<file path="src/rtl/weighted_histogram_1d_with_moments_macros.svh">
// Assertion macros shared by the weighted histogram RTL.
// Depends on: a clock named clk and an active-low reset named rst_n in the using module.
`ifndef WEIGHTED_HISTOGRAM_1D_WITH_MOMENTS_MACROS_SVH
`define WEIGHTED_HISTOGRAM_1D_WITH_MOMENTS_MACROS_SVH

// Check a condition in the same cycle as its trigger
`define WH_ASSERT_SAME(lbl, ante, cons, msg) \
  lbl: assert property (@(posedge clk) disable iff (!rst_n) (ante) |-> (cons)) \
    else $error(msg);

// Check a condition in the cycle after its trigger
`define WH_ASSERT_NEXT(lbl, ante, cons, msg) \
  lbl: assert property (@(posedge clk) disable iff (!rst_n) (ante) |=> (cons)) \
    else $error(msg);

`endif

</file>
<file path="src/rtl/whist_pkg.sv">
// Shared types, codes and saturating helpers for the weighted histogram.
// Used by the divider, the moment unit, the top module and the testbench; depends on nothing.
package whist_pkg;

  localparam int DEF_MAX_BINS = 256;
  localparam int COORD_W      = 16;
  localparam int BIN_W        = 48;
  localparam int SUM_W        = 64;
  localparam int ENTRY_W      = 32;
  localparam int SEL_W        = 9;
  localparam int STAT_SEL_W   = 3;
  localparam int APB_AW       = 4;
  localparam int APB_DW       = 32;

  typedef enum logic [1:0] {
    OP_FILL = 2'd0,
    OP_BIN  = 2'd1,
    OP_STAT = 2'd2,
    OP_NOP  = 2'd3
  } opcode_t;

  typedef enum logic [2:0] {
    ST_SUM_W   = 3'd0,
    ST_SUM_W2  = 3'd1,
    ST_SUM_WX  = 3'd2,
    ST_SUM_WX2 = 3'd3,
    ST_ENTRIES = 3'd4
  } stat_sel_t;

  typedef enum logic [1:0] {
    REG_RANGE_LOW  = 2'd0,
    REG_RANGE_HIGH = 2'd1,
    REG_BINS       = 2'd2
  } reg_idx_t;

  typedef enum logic [3:0] {
    S_CLEAR, S_IDLE, S_PREP, S_MUL2, S_DIV, S_RD, S_WR, S_BRD, S_BRES, S_SRES
  } state_t;

  // Steps of the moment unit
  typedef struct packed {
    logic load;
    logic mul2;
    logic commit;
  } mom_ctl_t;

  typedef struct packed {
    logic        [ENTRY_W-1:0] entries;
    logic signed [BIN_W-1:0]   sum_w;
    logic signed [SUM_W-1:0]   sum_w2;
    logic signed [SUM_W-1:0]   sum_wx;
    logic signed [SUM_W-1:0]   sum_wx2;
  } stats_t;

  function automatic logic signed [BIN_W-1:0] sat_add48(input logic signed [BIN_W-1:0] a,
                                                        input logic signed [BIN_W-1:0] b);
    logic signed [BIN_W:0] s;
    s = {a[BIN_W-1], a} + {b[BIN_W-1], b};
    if (s[BIN_W] != s[BIN_W-1]) begin
      sat_add48 = s[BIN_W] ? {1'b1, {(BIN_W-1){1'b0}}} : {1'b0, {(BIN_W-1){1'b1}}};
    end else begin
      sat_add48 = s[BIN_W-1:0];
    end
  endfunction

  function automatic logic signed [SUM_W-1:0] sat_add64(input logic signed [SUM_W-1:0] a,
                                                        input logic signed [SUM_W-1:0] b);
    logic signed [SUM_W:0] s;
    s = {a[SUM_W-1], a} + {b[SUM_W-1], b};
    if (s[SUM_W] != s[SUM_W-1]) begin
      sat_add64 = s[SUM_W] ? {1'b1, {(SUM_W-1){1'b0}}} : {1'b0, {(SUM_W-1){1'b1}}};
    end else begin
      sat_add64 = s[SUM_W-1:0];
    end
  endfunction

endpackage

</file>
<file path="src/rtl/whist_mom.sv">
// Moment unit: products of weight and coordinate and the saturating sums.
// Depends on whist_pkg for widths, the control struct and the saturating adders.
module whist_mom (
  input  logic                                 clk,
  input  logic                                 rst_n,
  input  whist_pkg::mom_ctl_t                  ctl,
  input  logic signed [whist_pkg::COORD_W-1:0] coord,
  input  logic signed [whist_pkg::COORD_W-1:0] weight,
  output whist_pkg::stats_t                    stats
);
  import whist_pkg::*;

  logic signed [2*COORD_W-1:0] ww_r, wx_r;
  logic signed [3*COORD_W-1:0] wxx_r;
  stats_t                      stats_r;

  // First products, then the cubic term from the registered w*x
  always_ff @(posedge clk) begin
    if (ctl.load) begin
      ww_r <= weight * weight;
      wx_r <= weight * coord;
    end
    if (ctl.mul2) begin
      wxx_r <= wx_r * coord;
    end
  end

  // Accumulate with saturation
  always_ff @(posedge clk) begin
    if (!rst_n) begin
      stats_r <= '0;
    end else if (ctl.commit) begin
      if (stats_r.entries != {ENTRY_W{1'b1}}) begin
        stats_r.entries <= stats_r.entries + 1'b1;
      end
      stats_r.sum_w   <= sat_add48(stats_r.sum_w,
                                   {{(BIN_W-COORD_W){weight[COORD_W-1]}}, weight});
      stats_r.sum_w2  <= sat_add64(stats_r.sum_w2,
                                   {{(SUM_W-2*COORD_W){ww_r[2*COORD_W-1]}}, ww_r});
      stats_r.sum_wx  <= sat_add64(stats_r.sum_wx,
                                   {{(SUM_W-2*COORD_W){wx_r[2*COORD_W-1]}}, wx_r});
      stats_r.sum_wx2 <= sat_add64(stats_r.sum_wx2,
                                   {{(SUM_W-3*COORD_W){wxx_r[3*COORD_W-1]}}, wxx_r});
    end
  end

  assign stats = stats_r;

endmodule

</file>
<file path="config.mk">
export PLATFORM = sky130hd
export DESIGN_NAME = whist_mom
export DESIGN_NICKNAME = d
export VERILOG_FILES = /design/src/rtl/weighted_histogram_1d_with_moments_macros.svh /design/src/rtl/whist_pkg.sv /design/src/rtl/whist_mom.sv
export SDC_FILE = /design/constraint.sdc
export NUM_CORES = 2
export LEC_CHECK = 0
export BUFFER_PORTS_ARGS = -buffer_cell sky130_fd_sc_hd__buf_2
export CORE_ASPECT_RATIO = 1.25
export CORE_MARGIN = 3
export CORE_UTILIZATION = 40
export CTS_CLUSTER_DIAMETER = 150
export CTS_CLUSTER_SIZE = 20
export DETAILED_ROUTE_END_ITERATION = 8
export PLACE_DENSITY = 0.54
export SLEW_MARGIN = 20
export SYNTH_ARGS = -nofsm -noshare
export SYNTH_HDL_FRONTEND = slang
export SYNTH_SLANG_ARGS = --single-unit
export TNS_END_PERCENT = 30
</file>
<file path="constraint.sdc">
create_clock -name clk -period 9.9 [get_ports clk]
set_input_delay 0.495 -clock clk [delete_from_list [all_inputs] [get_ports clk]]
set_output_delay 0.495 -clock clk [all_outputs]
set_load 0.02 [all_outputs]
</file>
==> summary.md <==
| Metric | Value |
|---|---|
| YS warnings | 0 |
| Syn_nets | 8983 |
| Final Hold Viols | 0 |
| Fmax | 131 MHz |
| Final GP Congestion | 0.913 |
| Sink Count | 383 |
| Sequential fraction of the synthesis area | 13.7% |
| Type of the worst setup path | flip-flop to flip-flop |
| Max-slew violation count | 0 |
| Crit path DAT | 8040 ps |
| NumNets Final | 9017 |
| Final WL | 189000 um |
| First-pass GRT wire length | 302000 um |
| Synthesized flop and latch total | 383 |
| Run status | completed |
| Die ar. | 165000 um^2 |
| Cts bufs inserted | 27 |
| Post-CTS Hold Buffers | 0 |
| Kind of end point of the critical path | flip-flop |
| Drt pass-1 iters | 8 |
| Class of the worst hold path | input pin to flip-flop |
| RSZ-0062 raised after global routing | false |
| Clk_skew | 36.5 ps |
| Share of cells above drive strength 1 | 6.29% |
| Post-synth top flop | dfxtp_1 |
| Detail Placement HPWL | 148000 um |
| Largest net degree at the start of global routing | 219 |
| # rows | 163 |
| Initial DRC Count | 3475 |
| Vias | 51500 |
| Drt via density | 5.39 |
| Worst reg2reg setup slack | 2280 ps |
| TritonCTS clock tree | built |
| Clock Tree Root | clkbuf_16 |
| # resized after CTS | 0 |
| Most frequent cells in the layout | inv_1 (1257), fa_1 (991), nand2_1 (784), a21oi_1 (628), ha_1 (518) |
| Routed Antenna Nets | 0 |
| P&R area growth vs syn | 6.51% |
| Setup Viol. Count Final | 0 |
| GRT Util Overall | 23.2% |
| Distinct cells, synth | 88 |
| Min Clock Period, post-route | 7620 ps |
| Worst setup SP type | flip-flop |
| Worst Path Required | 10320 ps |
| Total grt overflow | 0 |
| Commonest non-fill, non-tap cell in the layout | inv_1 |
| Mean Syn Cell Area | 8.60 um^2 |
| I/O pin count | 309 |
| H-tree Lvls | 1 |
| Initial antenna violation count | 16 |
| Core Footprint | 158000 um^2 |
| Die width | 364 um |
| Ys async rst share | 0% |
| Number of synthesized flops with an enable pin | 111 |
| Mapped Area | 64000 um^2 |
| CP max FO | 17 |
| Slew HR | 26.6% |
| Post-route DRC | 0 |
| Post-CTS Setup Repair Bufs | 0 |
| Max-cap check violation count | 0 |
| Wire length per cell | 19.8 um |
| Final setup TNS | 0 ps |
| Clk pin slew, worst setup/hold paths | 100 ps |
| Die height | 453 um |
| I/O Buffers | 308 |
| Clk_lat worst skew | 670 ps |
| Starting Density | 40.4% |
| Worst-Margin Slew | 1100 ps |
| Cell count after synthesis | 7437 |
| Max Root-Sink Buffers | 3 |
| Final Cycle Share | 77.0% |
| Number of global-route vias before repair | 53900 |
layout make-up:
cell class / count / area, um^2
Inverter: 1261 / 4730
Sequential cell: 383 / 8780
Antenna cell: 8 / 20.0
Clock buffer: 37 / 713
Tap cell: 2062 / 2580
Clock inverter: 9 / 124
Fill cell: 15900 / 90300
Multi-Input combinational cell: 5422 / 49100
Timing Repair Buffer: 376 / 2080
stage by stage:
| stage | instances | instance area (um^2) | hold WS, ps | util, % | worst slack (ps) |
|---|---|---|---|---|---|
| floorplan | 7437 | 64000 | 566 | - | 3020 |
| global placement | 9503 | 67300 | 481 | 42.4 | 1930 |
| detailed placement | 9504 | 67300 | 492 | 42.4 | 1770 |
| CTS | 9550 | 68100 | 188 | 43.0 | 2290 |
| global route | 9554 | 68100 | 227 | 43.0 | 1890 |
| finish | 9558 | 68100 | 239 | 43.0 | 2280 |
registers in the layout (all words and copies together) (netlist names):
name   flops
wxx_r     48
ww_r      31
stats    272
wx_r      32
cells by family after synthesis:
family          count (synthesis)  share of synthesized area (%)
compound gates               1638                           15.2
xor+xnor                      365                           5.01
fa+ha+maj                    1634                           43.1
buf+inv                      1632                           9.66
flops                         383                           13.7
mux                             6                         0.0959
simple gates                 1779                           13.2
worst max-delay path: stages (launching register included):
cell	delay (ps)
edfxtp_1	1010
nand2_1	180
fa_1	540
fa_1	510
fa_1	520
inv_1	60
fa_1	490
fa_1	500
inv_1	50
fa_1	510
inv_1	50
ha_1	350
a21o_1	180
a21o_1	170
a21o_1	190
a31o_2	240
a21oi_1	450
o21ai_0	310
nand3_1	190
a21o_1	180
o21bai_1	70
a21oi_1	310
o21ai_0	150
xor2_1	160
metal layers:
metal / vias up / wire (um) / global-route usage (%)
met2: 1114 / 92800 / 40.9
li1: 24100 / - / -
met5: - / 95 / 0
met1: 26100 / 82300 / 30.4
met4: 14 / 4540 / 5.53
met3: 213 / 9000 / 2.35
path summary, 6_finish.rpt:
| path | start | end | cells after the start |
|---|---|---|---|
| worst max-delay path | wx_r[13] | wxx_r[41] | 23 |
| worst min-delay path | rst_n | stats[46] | 3 |
| worst max register to register | wx_r[13] | wxx_r[41] | 23 |
| worst min register to register | stats[248] | stats[248] | 2 |
cell usage after synthesis, types with 125 or more instances:
cell type,n,area (um^2)
o21ai_0,465,2330
and2_1,352,2200
nand2_1,784,2940
dfxtp_1,272,5450
clkbuf_1,332,1250
maj3_1,125,1250
fa_1,991,19800
nor2_1,272,1020
ha_1,518,6480
a21oi_1,628,3140
inv_1,1258,4720
a21o_1,193,1450
xnor2_1,243,2130
Power is left out: the tool's default activity adds up to more than one toggle a clock period on the data nets, which glitch-free logic cannot reach.
