File: config.mk
export PLATFORM = sky130hd
export DESIGN_NAME = whist_div
export DESIGN_NICKNAME = d
export VERILOG_FILES = /design/src/rtl/weighted_histogram_1d_with_moments_macros.svh /design/src/rtl/whist_pkg.sv /design/src/rtl/whist_div.sv
export SDC_FILE = /design/constraint.sdc
export NUM_CORES = 1
export LEC_CHECK = 0
export ABC_AREA = 0
export CAP_MARGIN = 20
export CORE_ASPECT_RATIO = 1.4
export CORE_MARGIN = 4
export CORE_UTILIZATION = 30
export CTS_CLUSTER_SIZE = 8
export DETAILED_ROUTE_END_ITERATION = 16
export DONT_BUFFER_PORTS = 1
export GPL_TIMING_DRIVEN = 0
export HOLD_SLACK_MARGIN = 0.08
export PLACE_DENSITY_LB_ADDON = 0.25
export SETUP_SLACK_MARGIN = 0.02
export SLEW_MARGIN = 20
export SYNTH_ARGS = -nofsm -noshare
export SYNTH_HDL_FRONTEND = slang
export SYNTH_SLANG_ARGS = --single-unit
File: constraint.sdc
create_clock -name clk -period 7.2 [get_ports clk]
set_input_delay 0.72 -clock clk [delete_from_list [all_inputs] [get_ports clk]]
set_output_delay 0.72 -clock clk [all_outputs]
set_load 0.005 [all_outputs]
File: src/rtl/weighted_histogram_1d_with_moments_macros.svh
// Assertion macros shared by the weighted histogram RTL.
// Depends on: a clock named clk and an active-low reset named rst_n in the using module.
`ifndef WEIGHTED_HISTOGRAM_1D_WITH_MOMENTS_MACROS_SVH
`define WEIGHTED_HISTOGRAM_1D_WITH_MOMENTS_MACROS_SVH

// Check a condition in the same cycle as its trigger
`define WH_ASSERT_SAME(lbl, ante, cons, msg) \
  lbl: assert property (@(posedge clk) disable iff (!rst_n) (ante) |-> (cons)) \
    else $error(msg);

// Check a condition in the cycle after its trigger
`define WH_ASSERT_NEXT(lbl, ante, cons, msg) \
  lbl: assert property (@(posedge clk) disable iff (!rst_n) (ante) |=> (cons)) \
    else $error(msg);

`endif

File: src/rtl/whist_pkg.sv
// Shared types, codes and saturating helpers for the weighted histogram.
// Used by the divider, the moment unit, the top module and the testbench; depends on nothing.
package whist_pkg;

  localparam int DEF_MAX_BINS = 256;
  localparam int COORD_W      = 16;
  localparam int BIN_W        = 48;
  localparam int SUM_W        = 64;
  localparam int ENTRY_W      = 32;
  localparam int SEL_W        = 9;
  localparam int STAT_SEL_W   = 3;
  localparam int APB_AW       = 4;
  localparam int APB_DW       = 32;

  typedef enum logic [1:0] {
    OP_FILL = 2'd0,
    OP_BIN  = 2'd1,
    OP_STAT = 2'd2,
    OP_NOP  = 2'd3
  } opcode_t;

  typedef enum logic [2:0] {
    ST_SUM_W   = 3'd0,
    ST_SUM_W2  = 3'd1,
    ST_SUM_WX  = 3'd2,
    ST_SUM_WX2 = 3'd3,
    ST_ENTRIES = 3'd4
  } stat_sel_t;

  typedef enum logic [1:0] {
    REG_RANGE_LOW  = 2'd0,
    REG_RANGE_HIGH = 2'd1,
    REG_BINS       = 2'd2
  } reg_idx_t;

  typedef enum logic [3:0] {
    S_CLEAR, S_IDLE, S_PREP, S_MUL2, S_DIV, S_RD, S_WR, S_BRD, S_BRES, S_SRES
  } state_t;

  // Steps of the moment unit
  typedef struct packed {
    logic load;
    logic mul2;
    logic commit;
  } mom_ctl_t;

  typedef struct packed {
    logic        [ENTRY_W-1:0] entries;
    logic signed [BIN_W-1:0]   sum_w;
    logic signed [SUM_W-1:0]   sum_w2;
    logic signed [SUM_W-1:0]   sum_wx;
    logic signed [SUM_W-1:0]   sum_wx2;
  } stats_t;

  function automatic logic signed [BIN_W-1:0] sat_add48(input logic signed [BIN_W-1:0] a,
                                                        input logic signed [BIN_W-1:0] b);
    logic signed [BIN_W:0] s;
    s = {a[BIN_W-1], a} + {b[BIN_W-1], b};
    if (s[BIN_W] != s[BIN_W-1]) begin
      sat_add48 = s[BIN_W] ? {1'b1, {(BIN_W-1){1'b0}}} : {1'b0, {(BIN_W-1){1'b1}}};
    end else begin
      sat_add48 = s[BIN_W-1:0];
    end
  endfunction

  function automatic logic signed [SUM_W-1:0] sat_add64(input logic signed [SUM_W-1:0] a,
                                                        input logic signed [SUM_W-1:0] b);
    logic signed [SUM_W:0] s;
    s = {a[SUM_W-1], a} + {b[SUM_W-1], b};
    if (s[SUM_W] != s[SUM_W-1]) begin
      sat_add64 = s[SUM_W] ? {1'b1, {(SUM_W-1){1'b0}}} : {1'b0, {(SUM_W-1){1'b1}}};
    end else begin
      sat_add64 = s[SUM_W-1:0];
    end
  endfunction

endpackage

File: src/rtl/whist_div.sv
// Bit-serial restoring divider that yields the regular bin offset.
// Depends on whist_pkg for the coordinate width.
module whist_div #(
  parameter int DVD_W = 25
) (
  input  logic                          clk,
  input  logic                          rst_n,
  input  logic                          start,
  input  logic [DVD_W-1:0]              dividend,
  input  logic [whist_pkg::COORD_W-1:0] divisor,
  output logic                          busy,
  output logic                          done,
  output logic [DVD_W-1:0]              quotient
);
  import whist_pkg::*;

  localparam int CNT_W = (DVD_W > 1) ? $clog2(DVD_W) : 1;

  logic [COORD_W-1:0] rem_r, rem_nxt;
  logic [DVD_W-1:0]   quo_r, quo_nxt;
  logic [COORD_W-1:0] div_r;
  logic [CNT_W-1:0]   cnt_r;
  logic               busy_r, done_r;
  logic [COORD_W:0]   shifted;
  logic [COORD_W:0]   diff;
  logic               ge;

  // One quotient bit per cycle
  always_comb begin
    shifted = {rem_r, quo_r[DVD_W-1]};
    diff    = shifted - {1'b0, div_r};
    ge      = (shifted >= {1'b0, div_r});
    rem_nxt = ge ? diff[COORD_W-1:0] : shifted[COORD_W-1:0];
    quo_nxt = {quo_r[DVD_W-2:0], ge};
  end

  // Control: load on start, count bits, flag the last
  always_ff @(posedge clk) begin
    if (!rst_n) begin
      busy_r <= 1'b0;
      done_r <= 1'b0;
      cnt_r  <= '0;
    end else begin
      done_r <= 1'b0;
      if (start) begin
        busy_r <= 1'b1;
        cnt_r  <= '0;
      end else if (busy_r) begin
        cnt_r <= cnt_r + 1'b1;
        if (cnt_r == CNT_W'(DVD_W - 1)) begin
          busy_r <= 1'b0;
          done_r <= 1'b1;
        end
      end
    end
  end

  // Datapath
  always_ff @(posedge clk) begin
    if (start) begin
      rem_r <= '0;
      quo_r <= dividend;
      div_r <= divisor;
    end else if (busy_r) begin
      rem_r <= rem_nxt;
      quo_r <= quo_nxt;
    end
  end

  assign busy     = busy_r;
  assign done     = done_r;
  assign quotient = quo_r;

endmodule

==> results of run 1 <==
==> worst max-delay path, cell delays in order, from the launching register on <==
cell and delay [ps]:
edfxtp_1 330, inv_1 50, ha_1 270, buf_4 150
nand4_1 150, or4_1 560, and4_1 180, a31oi_1 240
buf_4 270, buf_4 220, nand3_1 90, a311oi_1 260
==> final cells by class <==
class | instances | share of cell area (%)
clock buffer | 9 | 5.49
tap | 147 | 4.48
multi-input combinational | 232 | 40.9
inverter | 25 | 2.29
sequential | 64 | 41.2
buffer | 19 | 3.66
clock inverter | 7 | 1.92
==> cells in the mapped netlist (all sizes together) (2+ instances only) <==
cell type | number | area share (%)
a21oi | 19 | 2.6
o211ai | 3 | 0.62
nor3 | 5 | 0.69
ha | 18 | 6.2
a211oi | 9 | 1.9
mux2 | 25 | 7.8
xor2 | 5 | 1.2
a21o | 3 | 0.69
nand2 | 19 | 2.0
o21a | 3 | 0.62
a311oi | 5 | 1.2
o21ai | 16 | 2.2
nand4 | 5 | 0.87
a31oi | 3 | 0.52
mux2i | 6 | 1.7
dfxtp | 23 | 13
xnor2 | 7 | 1.7
a221oi | 2 | 0.49
buf | 6 | 1.5
nor2 | 31 | 3.2
or4 | 2 | 0.52
nand4b | 2 | 0.49
a41oi | 2 | 0.69
o311ai | 2 | 0.49
and3 | 5 | 0.87
nand2b | 6 | 1.0
o21bai | 3 | 0.62
inv | 24 | 2.5
and4 | 2 | 0.49
edfxtp | 41 | 34
nand3 | 10 | 1.4
clkbuf | 12 | 2.4
==> cells by family after synthesis <==
| logic type | count (synthesis) | synth area share, % |
|---|---|---|
| AO/OA/AOI/OAI | 78 | 14.7 |
| XOR/XNOR | 12 | 2.91 |
| adder cells (fa/ha/maj) | 19 | 6.79 |
| buffers and inverters | 44 | 6.76 |
| flip-flops | 64 | 46.8 |
| multiplexers | 31 | 9.46 |
| AND/OR/NAND/NOR | 92 | 12.5 |
==> sequential cells by signal (all words and copies together) (netlist names) <==
register / count
quotient: 25
div_r: 16
rem_r: 16
cnt_r: 5
busy: 1
done: 1
==> path summary, 6_finish.rpt <==
path / from / end / slack [ps] / cells after the start
hold reg to reg: rem_r[8] / rem_r[8] / 510 / 2
hold / removal: divisor[6] / div_r[6] / 470 / 0
setup reg to reg: div_r[9] / rem_r[11] / 4330 / 11
setup / recovery: div_r[9] / rem_r[11] / 4330 / 11
==> stage by stage <==
step                      total power (uW)  cell area, um2  setup WS, ps
after floorplan                        599            3610          4660
after global placement                 644            3790          4350
after detailed placement               647            3790          4340
after CTS                             1100            4100          4310
after global routing                  1140            4100          4150
final                                 1080            4100          4330
==> layer usage <==
metal | GRT usage, % | up-vias | routed length [um] | share of wire [%]
met1 | 14.5 | 1262 | 3520 | 40
met2 | 22.0 | 100 | 4350 | 49
li1 | - | 1271 | - | -
met4 | 8.09 | 0 | 315 | 3.5
met3 | 5.12 | 22 | 698 | 7.9
met5 | 0 | - | 0 | 0
==> power by group <==
group / total, uW / switching, uW / leakage (uW) / internal [uW]
clock: 443 / 172 / 0.000144 / 272
sequential: 449 / 21.5 / 0.000597 / 427
combinational: 191 / 108 / 0.000797 / 83.4
total: 1080 / 301 / 0.00154 / 782
==> metrics.md, run 1 <==
| Metric | Value |
|---|---|
| Area of the multi-input gates | `1680 um2` |
| Initial Util | `30.5%` |
| LEAKAGE | `0.00154 uW` |
| N_diodes | `0` |
| Drt pass-1 iters | `4` |
| Routed via count | `2655` |
| Clk buf depth | `2` |
| Chip height | `138 um` |
| Max-cap viol count | `0` |
| RSZ-0062 raised after global routing | `no` |
| First-pass GRT wire length | `14.1 mm` |
| Primary FF master, synth | `edfxtp_1` |
| Worst path required time | `7440 ps` |
| Maximum clock rate | `349 MHz` |
| DRC errors left | `0` |
| PD cells | `264 nW/um2` |
| Synth Area per Inst | `10.6 um2` |
| # resized after CTS | `0` |
| Commonest cells after routing, fill and taps aside | `edfxtp_1, nor2_1, mux2_2` |
| Post-synth EDFFs | `41` |
| Finished Layout Cells | `503` |
| Number of fill cells | `1174` |
| FF/Latch Area | `1690 um2` |
| Period utilisation layout | `39.8%` |
| Routed len/inst | `17.7 um` |
| Final Setup Violations | `0` |
| Share of cells above drive strength 1 | `16.6%` |
| Status | `complete, no violations` |
| Final core area utilization | `34.7%` |
| Seq cells post-synth | `64` |
| Startpoint types | `flop` |
| Congestion Overflow GR | `0` |
| Ports | `71` |
| Actual slew at the worst max-slew pin | `730 ps` |
| Worst-path fanout max | `10` |
| Post-route ant nets | `0` |
| # hold bufs at CTS | `0` |
| Hold slack | `475 ps` |
| Inserted Clock Buffers | `9` |
| Die Wd | `101 um` |
| Initial DRC count | `113` |
| Nets | `414` |
| Headroom to the max-slew limit | `51.3%` |
| Core area | `11800 um2` |
| Initial antenna violation count | `0` |
| Final Max Slew Viols | `0` |
| Seq/Total Area, Yosys | `46.8%` |
| Max VDD drop | `164 uV` |
| Warnings from Yosys | `0` |
| Crit path capture type | `flop` |
| Post-Syn Nets | `403` |
| Post-CTS setup buffer count | `0` |
| Synthesized instance count | `340` |
| I/O Buffers | `0` |
| Final GP Congestion | `0.848` |
| Std cell rows | `47` |
| HPWL after DPL | `6.45 mm` |
| Clk_skew | `5.70 ps` |
| Vias in the first global route | `2766` |
| Fin crit period | `2870 ps` |
| Asr flop ratio synth | `0%` |
| CTS H-tree depth | `3` |
| Routed wire length | `8.88 mm` |
| Synthesis-to-finish area growth | `13.6%` |
| Hold WC Path Type | `in -> reg` |
| Fin Setup TNS | `0 ps` |
| Crit path kind | `reg -> reg` |
| Fin. Hold Viols | `0` |
| Root buf cell | `clkbuf_16` |
| CTS sink cnt | `64` |
| Commonest non-fill, non-tap cell in the layout | `edfxtp_1` |
| Clk_lat worst skew | `340 ps` |
| Largest net degree at the start of global routing | `26` |
| Crit path DAT | `3110 ps` |
| Placed cells | `487` |
| GRT Total Usage | `13.4%` |
| Cell area after synthesis | `3610 um2` |
| Die ar. | `13900 um2` |
| Worst-path clk slew | `60 ps` |
| CTS tree | `built` |
| Post-synthesis cell type count | `55` |
| Vias/cell | `5.28` |
Note: power is estimated with default switching activity, not from simulation.
==> inputs of run 2 (changes only) <==
==> constraint.sdc (replaced) <==
create_clock -name clk -period 2.7 [get_ports clk]
set_input_delay 0.27 -clock clk [delete_from_list [all_inputs] [get_ports clk]]
set_output_delay 0.27 -clock clk [all_outputs]
set_load 0.005 [all_outputs]
==> run 2 against run 1 <==
Net effect:
- sequential share of layout area fell by 3.1 points
- hold slack got worse by 360 ps
- global-route usage rose by 0.25 points
- non-clock buffer count rose by 23
- flip-flop and latch count did not move
- clock skew rose by 0.59 ps
- critical path depth did not move
- clock power rose to 2.7 times the previous value
- final cell count rose by 4.6%
- critical path type unchanged
==> metrics.md, run 2 (same netlist as run 1, synthesis figures left out) <==
| Metric | Value |
|---|---|
| Status | `complete, no violations` |
| WHS Path Cells | `2 (+2)` |
| Routed len/inst | `17.5 um (-1.0%)` |
| N_diodes | `0 (unchanged)` |
| Nets | `437 (+5.6%)` |
| Max-cap viol count | `0 (unchanged)` |
| Clk buf depth | `2 (unchanged)` |
| Drt pass-1 iters | `4 (unchanged)` |
| GRT Total Usage | `13.7% (+0.25 points)` |
| Crit path capture type | `flop` |
| Period utilisation layout | `95.7% (+56 points)` |
| CTS tree | `built` |
| Most frequent CP cell | `buf_4` |
| Synthesis-to-finish area growth | `22.8%` |
| Hold slack | `116 ps (-359 ps)` |
| CTS H-tree depth | `3 (unchanged)` |
| Routed via count | `2752 (+3.7%)` |
| Sequential share of power | `40.3% (-1.1 points)` |
| RSZ-0062 raised after global routing | `yes` |
| Overall Power | `2980 uW (+170%)` |
| Routed wire length | `9.20 mm (+3.5%)` |
| Clk_skew | `6.29 ps (+0.588 ps)` |
| Fin. Hold Viols | `0 (unchanged)` |
| Startpoint types | `flop` |
| Final Max Slew Viols | `0 (unchanged)` |
| Worst-path clk slew | `60 ps (about the same)` |
| Post-route ant nets | `0 (unchanged)` |
| PD cells | `672 nW/um2 (+150%)` |
| Ports | `71 (unchanged)` |
| Largest incremental delay on the critical path | `540 ps (-20 ps)` |
| Switching Share | `28.1% (+0.32 points)` |
| Final core area utilization | `37.5% (+2.8 points)` |
| Root buf cell | `clkbuf_16` |
| Std cell rows | `47 (unchanged)` |
| Finished Layout Cells | `526 (+4.6%)` |
| Met2 usage | `22.6% (+0.66 points)` |
| First-pass GRT wire length | `14.4 mm (+2.4%)` |
| Maximum clock rate | `387 MHz (+11%)` |
| Logic pwr share | `19.9% (+2.2 points)` |
| Commonest non-fill, non-tap cell in the layout | `edfxtp_1` |
| NetSw | `837 uW (+180%)` |
| Internal | `2140 uW (+170%)` |
| Fin Setup TNS | `0 ps (unchanged)` |
| Die ar. | `13900 um2 (unchanged)` |
| Max VDD drop | `449 uV (+170%)` |
| Initial DRC count | `117 (+3.5%)` |
| Final Setup Violations | `0 (unchanged)` |
| CTS sink cnt | `64 (unchanged)` |
| Crit path kind | `reg -> reg` |
| Fin crit period | `2580 ps (-282 ps)` |
| Headroom to the max-slew limit | `42.1% (-9.3 points)` |
| Core area | `11800 um2 (unchanged)` |
| Commonest cells after routing, fill and taps aside | `edfxtp_1, nor2_1, mux2_2` |
| CP max-delay cell | `or4_4` |
| HPWL after DPL | `6.45 mm (unchanged)` |
| Chip height | `138 um (unchanged)` |
| Clk_lat worst skew | `340 ps (about the same)` |
| DRC errors left | `0 (unchanged)` |
| Final GP Congestion | `0.848 (unchanged)` |
| GRT met1 Usage | `15.1% (+0.60 points)` |
| Initial antenna violation count | `0 (unchanged)` |
| Grt met3 use | `4.91% (-0.20 points)` |
| Crit path DAT | `2770 ps (-340 ps)` |
| Inserted Clock Buffers | `9 (unchanged)` |
| I/O Buffers | `0 (unchanged)` |
| GRT Max-Usage Layer | `met2` |
| Actual slew at the worst max-slew pin | `866 ps (+136 ps)` |
| Initial Util | `30.5% (unchanged)` |
| Max FFs per register | `25 (unchanged)` |
| Crit-path cells | `inv_1 -> ha_1 -> clkbuf_8 -> nand4_1 -> or4_4 -> and4_4 -> a31oi_4 -> buf_4 -> buf_4 -> mux2i_1 -> a211oi_1` |
| Vias/cell | `5.23 (-0.88%)` |
| Vias in the first global route | `2846 (+2.9%)` |
| Clock Power Share | `39.8% (-1.1 points)` |
| Share of cells above drive strength 1 | `20.3% (+3.7 points)` |
| Largest net degree at the start of global routing | `26 (unchanged)` |
| Cells on worst reg2reg path | `11 (unchanged)` |
| Worst path required time | `2890 ps (-4550 ps)` |
| Worst-path fanout max | `7 (-3)` |
| Placed cells | `487 (unchanged)` |
| Die Wd | `101 um (unchanged)` |
| Congestion Overflow GR | `0 (unchanged)` |
| Number of fill cells | `1161 (-1.1%)` |
| LEAKAGE | `0.00165 uW (+7.0%)` |
| Hold WC Path Type | `in -> reg` |
-- run 2: changes by cell type in the layout (fill, tap and decap cells not counted), sizes merged --
cell | before | now
dlygate4sd3 | 1 | 19
buf | 6 | 11
-- run 2: final timing paths --
| check | startpoint | endpoint | slack, ps |
|---|---|---|---|
| setup / recovery | div_r[5] | rem_r[8] | 120 |
| hold / removal | dividend[0] | quotient[0] | 120 |
| setup reg to reg | div_r[5] | rem_r[8] | 120 |
| hold reg to reg | rem_r[9] | rem_r[9] | 510 |
-- run 2: metal layers --
| metal | routed length [um] | part of all wire, % | vias to the layer above |
|---|---|---|---|
| met1 | 3620 | 39 | 1319 |
| met3 | 655 | 7.1 | 22 |
| met4 | 301 | 3.3 | 0 |
| li1 | - | - | 1316 |
| met5 | 0 | 0 | - |
| met2 | 4610 | 50 | 95 |
-- run 2: power by group through the flow --
stage / Clock [uW] / Sequential (uW) / Combinational, uW
global route: 1260 / 1210 / 656
CTS: 1220 / 1200 / 564
floorplan: 0 / 1200 / 401
finish: 1180 / 1200 / 594
detailed placement: 0 / 1220 / 509
global placement: 0 / 1220 / 500
-- run 2: worst max-delay path, delay by kind of cell, from the launching register on --
family                     cells  cell delay, ps
and+or+nand+nor                3             860
buffers and inverters          4             500
DFF                            1             320
AOI/OAI and AO/OA              2             280
adders and majority gates      1             270
muxes                          1             210
-- run 2: area by class of cell --
cell class	count	area (um2)	area share (%)
well taps	147	184	4.15
clock inverters	7	78.8	1.78
inverters	25	93.8	2.12
plain buffers	18	158	3.56
multi-input cells	232	1780	40.1
flip-flops and latches	64	1690	38.2
repair buffers	24	225	5.08
clock buffers	9	225	5.08
-- run 2: what timing repair did --
item	4_1_cts	5_1_grt
hold buffers	18	0
hold endpoints to repair	33	0
setup buffers	5	1
gates cloned	0	0
resized for setup	8	15
setup endpoints to repair	10	16
pin swaps	2	5
-- run 2: stage by stage --
step	area (um2)	setup slack (ps)
global placement	3790	-151
detailed placement	3790	-158
global route	4430	-45.6
CTS	4350	21.5
floorplan	3610	163
finish	4430	117
==> inputs of run 3 (changes only) <==
--- a/config.mk
+++ b/config.mk
@@ -6,13 +6,13 @@
 export NUM_CORES = 1
 export LEC_CHECK = 0
 export ABC_AREA = 0
+export BUFFER_PORTS_ARGS = -buffer_cell sky130_fd_sc_hd__buf_2
 export CAP_MARGIN = 20
 export CORE_ASPECT_RATIO = 1.4
 export CORE_MARGIN = 4
 export CORE_UTILIZATION = 30
 export CTS_CLUSTER_SIZE = 8
 export DETAILED_ROUTE_END_ITERATION = 16
-export DONT_BUFFER_PORTS = 1
 export GPL_TIMING_DRIVEN = 0
 export HOLD_SLACK_MARGIN = 0.08
 export PLACE_DENSITY_LB_ADDON = 0.25
==> run 3 against run 2 <==
Net effect:
- die area did not move
- non-clock buffer count rose by 56
- maximum frequency grew 0.28%
- first-iteration DRC count is 6.8% higher
- clock-buffer cell count did not move
- routed wire length rose by 1.4%
- sequential power is essentially flat
- critical endpoint is now rem_r[15]
==> metrics.md, run 3 (same netlist as run 1, synthesis figures left out) <==
| Metric | Value |
|---|---|
| Status | `complete, no violations` |
| Chip height | `138 um (unchanged)` |
| FF/Latch Area | `1690 um2 (unchanged)` |
| R2r endpoint | `rem_r[15]` |
| Area of the multi-input gates | `1830 um2 (+3.2%)` |
| Vias/cell | `5.05 (-3.4%)` |
| Cells on worst reg2reg path | `10 (-1)` |
| Crit path capture type | `flop` |
| Ports | `71 (unchanged)` |
| Worst-path fanout max | `6 (-1)` |
| N_diodes | `0 (unchanged)` |
| WHS Path Cells | `1 (-1)` |
| Final Setup Violations | `0 (unchanged)` |
| Worst path required time | `2940 ps (+50 ps)` |
| Max FFs per register | `25 (unchanged)` |
| Headroom to the max-slew limit | `53.0% (+11 points)` |
| Final GP Congestion | `0.895 (+5.5%)` |
| Clk_lat worst skew | `330 ps (about the same)` |
| Post-route ant nets | `0 (unchanged)` |
| Std cell rows | `47 (unchanged)` |
| Commonest cells after routing, fill and taps aside | `buf_2, edfxtp_1, nor2_1` |
| Actual slew at the worst max-slew pin | `705 ps (-161 ps)` |
| Root buf cell | `clkbuf_16` |
| CTS sink cnt | `64 (unchanged)` |
| Internal | `2180 uW (+2.1%)` |
| Maximum clock rate | `388 MHz (+0.28%)` |
| Reg2Reg Setup Slack | `120 ps (about the same)` |
| Die Wd | `101 um (unchanged)` |
| Clk_skew | `6.86 ps (+0.571 ps)` |
| Nets | `493 (+13%)` |
| Final core area utilization | `39.8% (+2.3 points)` |
| Startpoint types | `flop` |
| PD cells | `645 nW/um2 (-3.9%)` |
| LEAKAGE | `0.00186 uW (+13%)` |
| CP max-delay cell | `o21ai_0` |
| Initial DRC count | `125 (+6.8%)` |
| NetSw | `850 uW (+1.6%)` |
| DRC errors left | `0 (unchanged)` |
| Routed via count | `2942 (+6.9%)` |
| CTS tree | `built` |
| Synthesis-to-finish area growth | `30.2%` |
| Vias in the first global route | `3131 (+10%)` |
| Worst Hold End | `div_r[7]` |
| Commonest non-fill, non-tap cell in the layout | `buf_2` |
| HPWL after DPL | `6.69 mm (+3.7%)` |
| Share of cells above drive strength 1 | `36.1% (+16 points)` |
| I/O Buffers | `70 (+70)` |
| Initial Util | `30.5% (unchanged)` |
| Fin crit period | `2580 ps (-7.20 ps)` |
| Die ar. | `13900 um2 (unchanged)` |
| Buf/Inv on CP | `3 (-1)` |
| Clock Power Share | `38.5% (-1.3 points)` |
| Crit path DAT | `2820 ps (+50 ps)` |
| Crit-path leading delay family | `compound AO/OA/AOI/OAI gates` |
| First-pass GRT wire length | `15.1 mm (+4.8%)` |
| Launching point of the worst reg2reg path | `div_r[2]` |
| Fin. Hold Viols | `0 (unchanged)` |
| Largest incremental delay on the critical path | `550 ps (about the same)` |
| Max VDD drop | `397 uV (-12%)` |
| Final Max Slew Viols | `0 (unchanged)` |
| Finished Layout Cells | `582 (+11%)` |
| Routed len/inst | `16.0 um (-8.4%)` |
| GRT Total Usage | `13.8% (+0.15 points)` |
| Congestion Overflow GR | `0 (unchanged)` |
| Largest net degree at the start of global routing | `26 (unchanged)` |
| Worst-path clk slew | `60 ps (about the same)` |
| Drt pass-1 iters | `4 (unchanged)` |
| Inserted Clock Buffers | `9 (unchanged)` |
| Crit path kind | `reg -> reg` |
| Clk buf depth | `2 (unchanged)` |
| Most frequent CP cell | `buf_4` |
| Routed wire length | `9.32 mm (+1.4%)` |
| Initial antenna violation count | `0 (unchanged)` |
| Switching Share | `28.0% (-0.089 points)` |
| Number of fill cells | `1155 (-0.52%)` |
| CTS H-tree depth | `3 (unchanged)` |
| Placed cells | `557 (+14%)` |
| Max-cap viol count | `0 (unchanged)` |
| Core area | `11800 um2 (unchanged)` |
| Period utilisation layout | `95.4% (-0.27 points)` |
| HP Start | `divisor[7]` |
| Hold WC Path Type | `in -> reg` |
| Crit-path cells | `inv_1 -> ha_1 -> o211ai_1 -> a21oi_2 -> o21ai_0 -> a31oi_4 -> buf_4 -> buf_4 -> nand2b_1 -> a311oi_1` |
| Sequential share of power | `39.1% (-1.2 points)` |
| Logic pwr share | `22.4% (+2.5 points)` |
## run 3: worst max path at each step
stage,start,endpoint,slack [ps],cells past startpoint
CTS,div_r[5],rem_r[3],40,10
finish,div_r[2],rem_r[15],120,10
global placement,div_r[9],rem_r[11],-150,11
global route,div_r[2],rem_r[15],-5,10
floorplan,div_r[9],rem_r[3],160,10
detailed placement,div_r[9],rem_r[11],-160,11
## run 3: what timing repair did
action | 4_1_cts | 5_1_grt
resized for setup | 7 | 26
setup buffers | 3 | 7
pin swaps | 3 | 5
hold buffers | 0 | 0
setup endpoints to repair | 10 | 14
## run 3: through the flow
stage | instance area (um2) | setup WS, ps | TNS (ps) | hold slack [ps] | total power [uW]
after detailed placement | 4150 | -161 | -575 | 448 | 1790
after CTS | 4510 | 43.9 | 0 | 100 | 3000
after global placement | 4150 | -148 | -496 | 447 | 1780
final | 4700 | 124 | 0 | 110 | 3030
after floorplan | 3610 | 163 | 0 | 369 | 1600
after global routing | 4700 | -4.67 | -4.67 | 99.7 | 3190
## run 3: power by group through the flow
| stage | Combinational, uW | Clock (uW) | Sequential [uW] |
|---|---|---|---|
| 3_5_place_dp | 590 | 0 | 1200 |
| 4_1_cts | 617 | 1200 | 1180 |
| 5_1_grt | 752 | 1230 | 1200 |
| 6_report | 681 | 1170 | 1190 |
| 2_1_floorplan | 401 | 0 | 1200 |
| 3_3_place_gp | 581 | 0 | 1200 |
## run 3: cell type report
class / count / area share (%)
flip-flops and latches: 64 / 36.0
plain buffers: 18 / 3.49
clock buffers: 9 / 4.79
multi-input cells: 232 / 39.0
clock inverters: 7 / 1.52
well taps: 147 / 3.91
inverters: 25 / 2.00
repair buffers: 80 / 9.31
## run 3: metal layers
metal	wire length, um	global-route usage (%)	vias to the layer above
met2	4630	23.6	91
li1	-	-	1429
met1	3980	16.2	1407
met4	209	5.54	0
met3	507	3.90	15
met5	0	0	-
## run 3: worst register-to-register path, cell delays in order, from the launching register on
cell	delay, ps
edfxtp_1	370
inv_1	70
ha_1	280
o211ai_1	220
a21oi_2	100
o21ai_0	550
a31oi_4	180
buf_4	200
buf_4	150
nand2b_1	140
a311oi_1	240
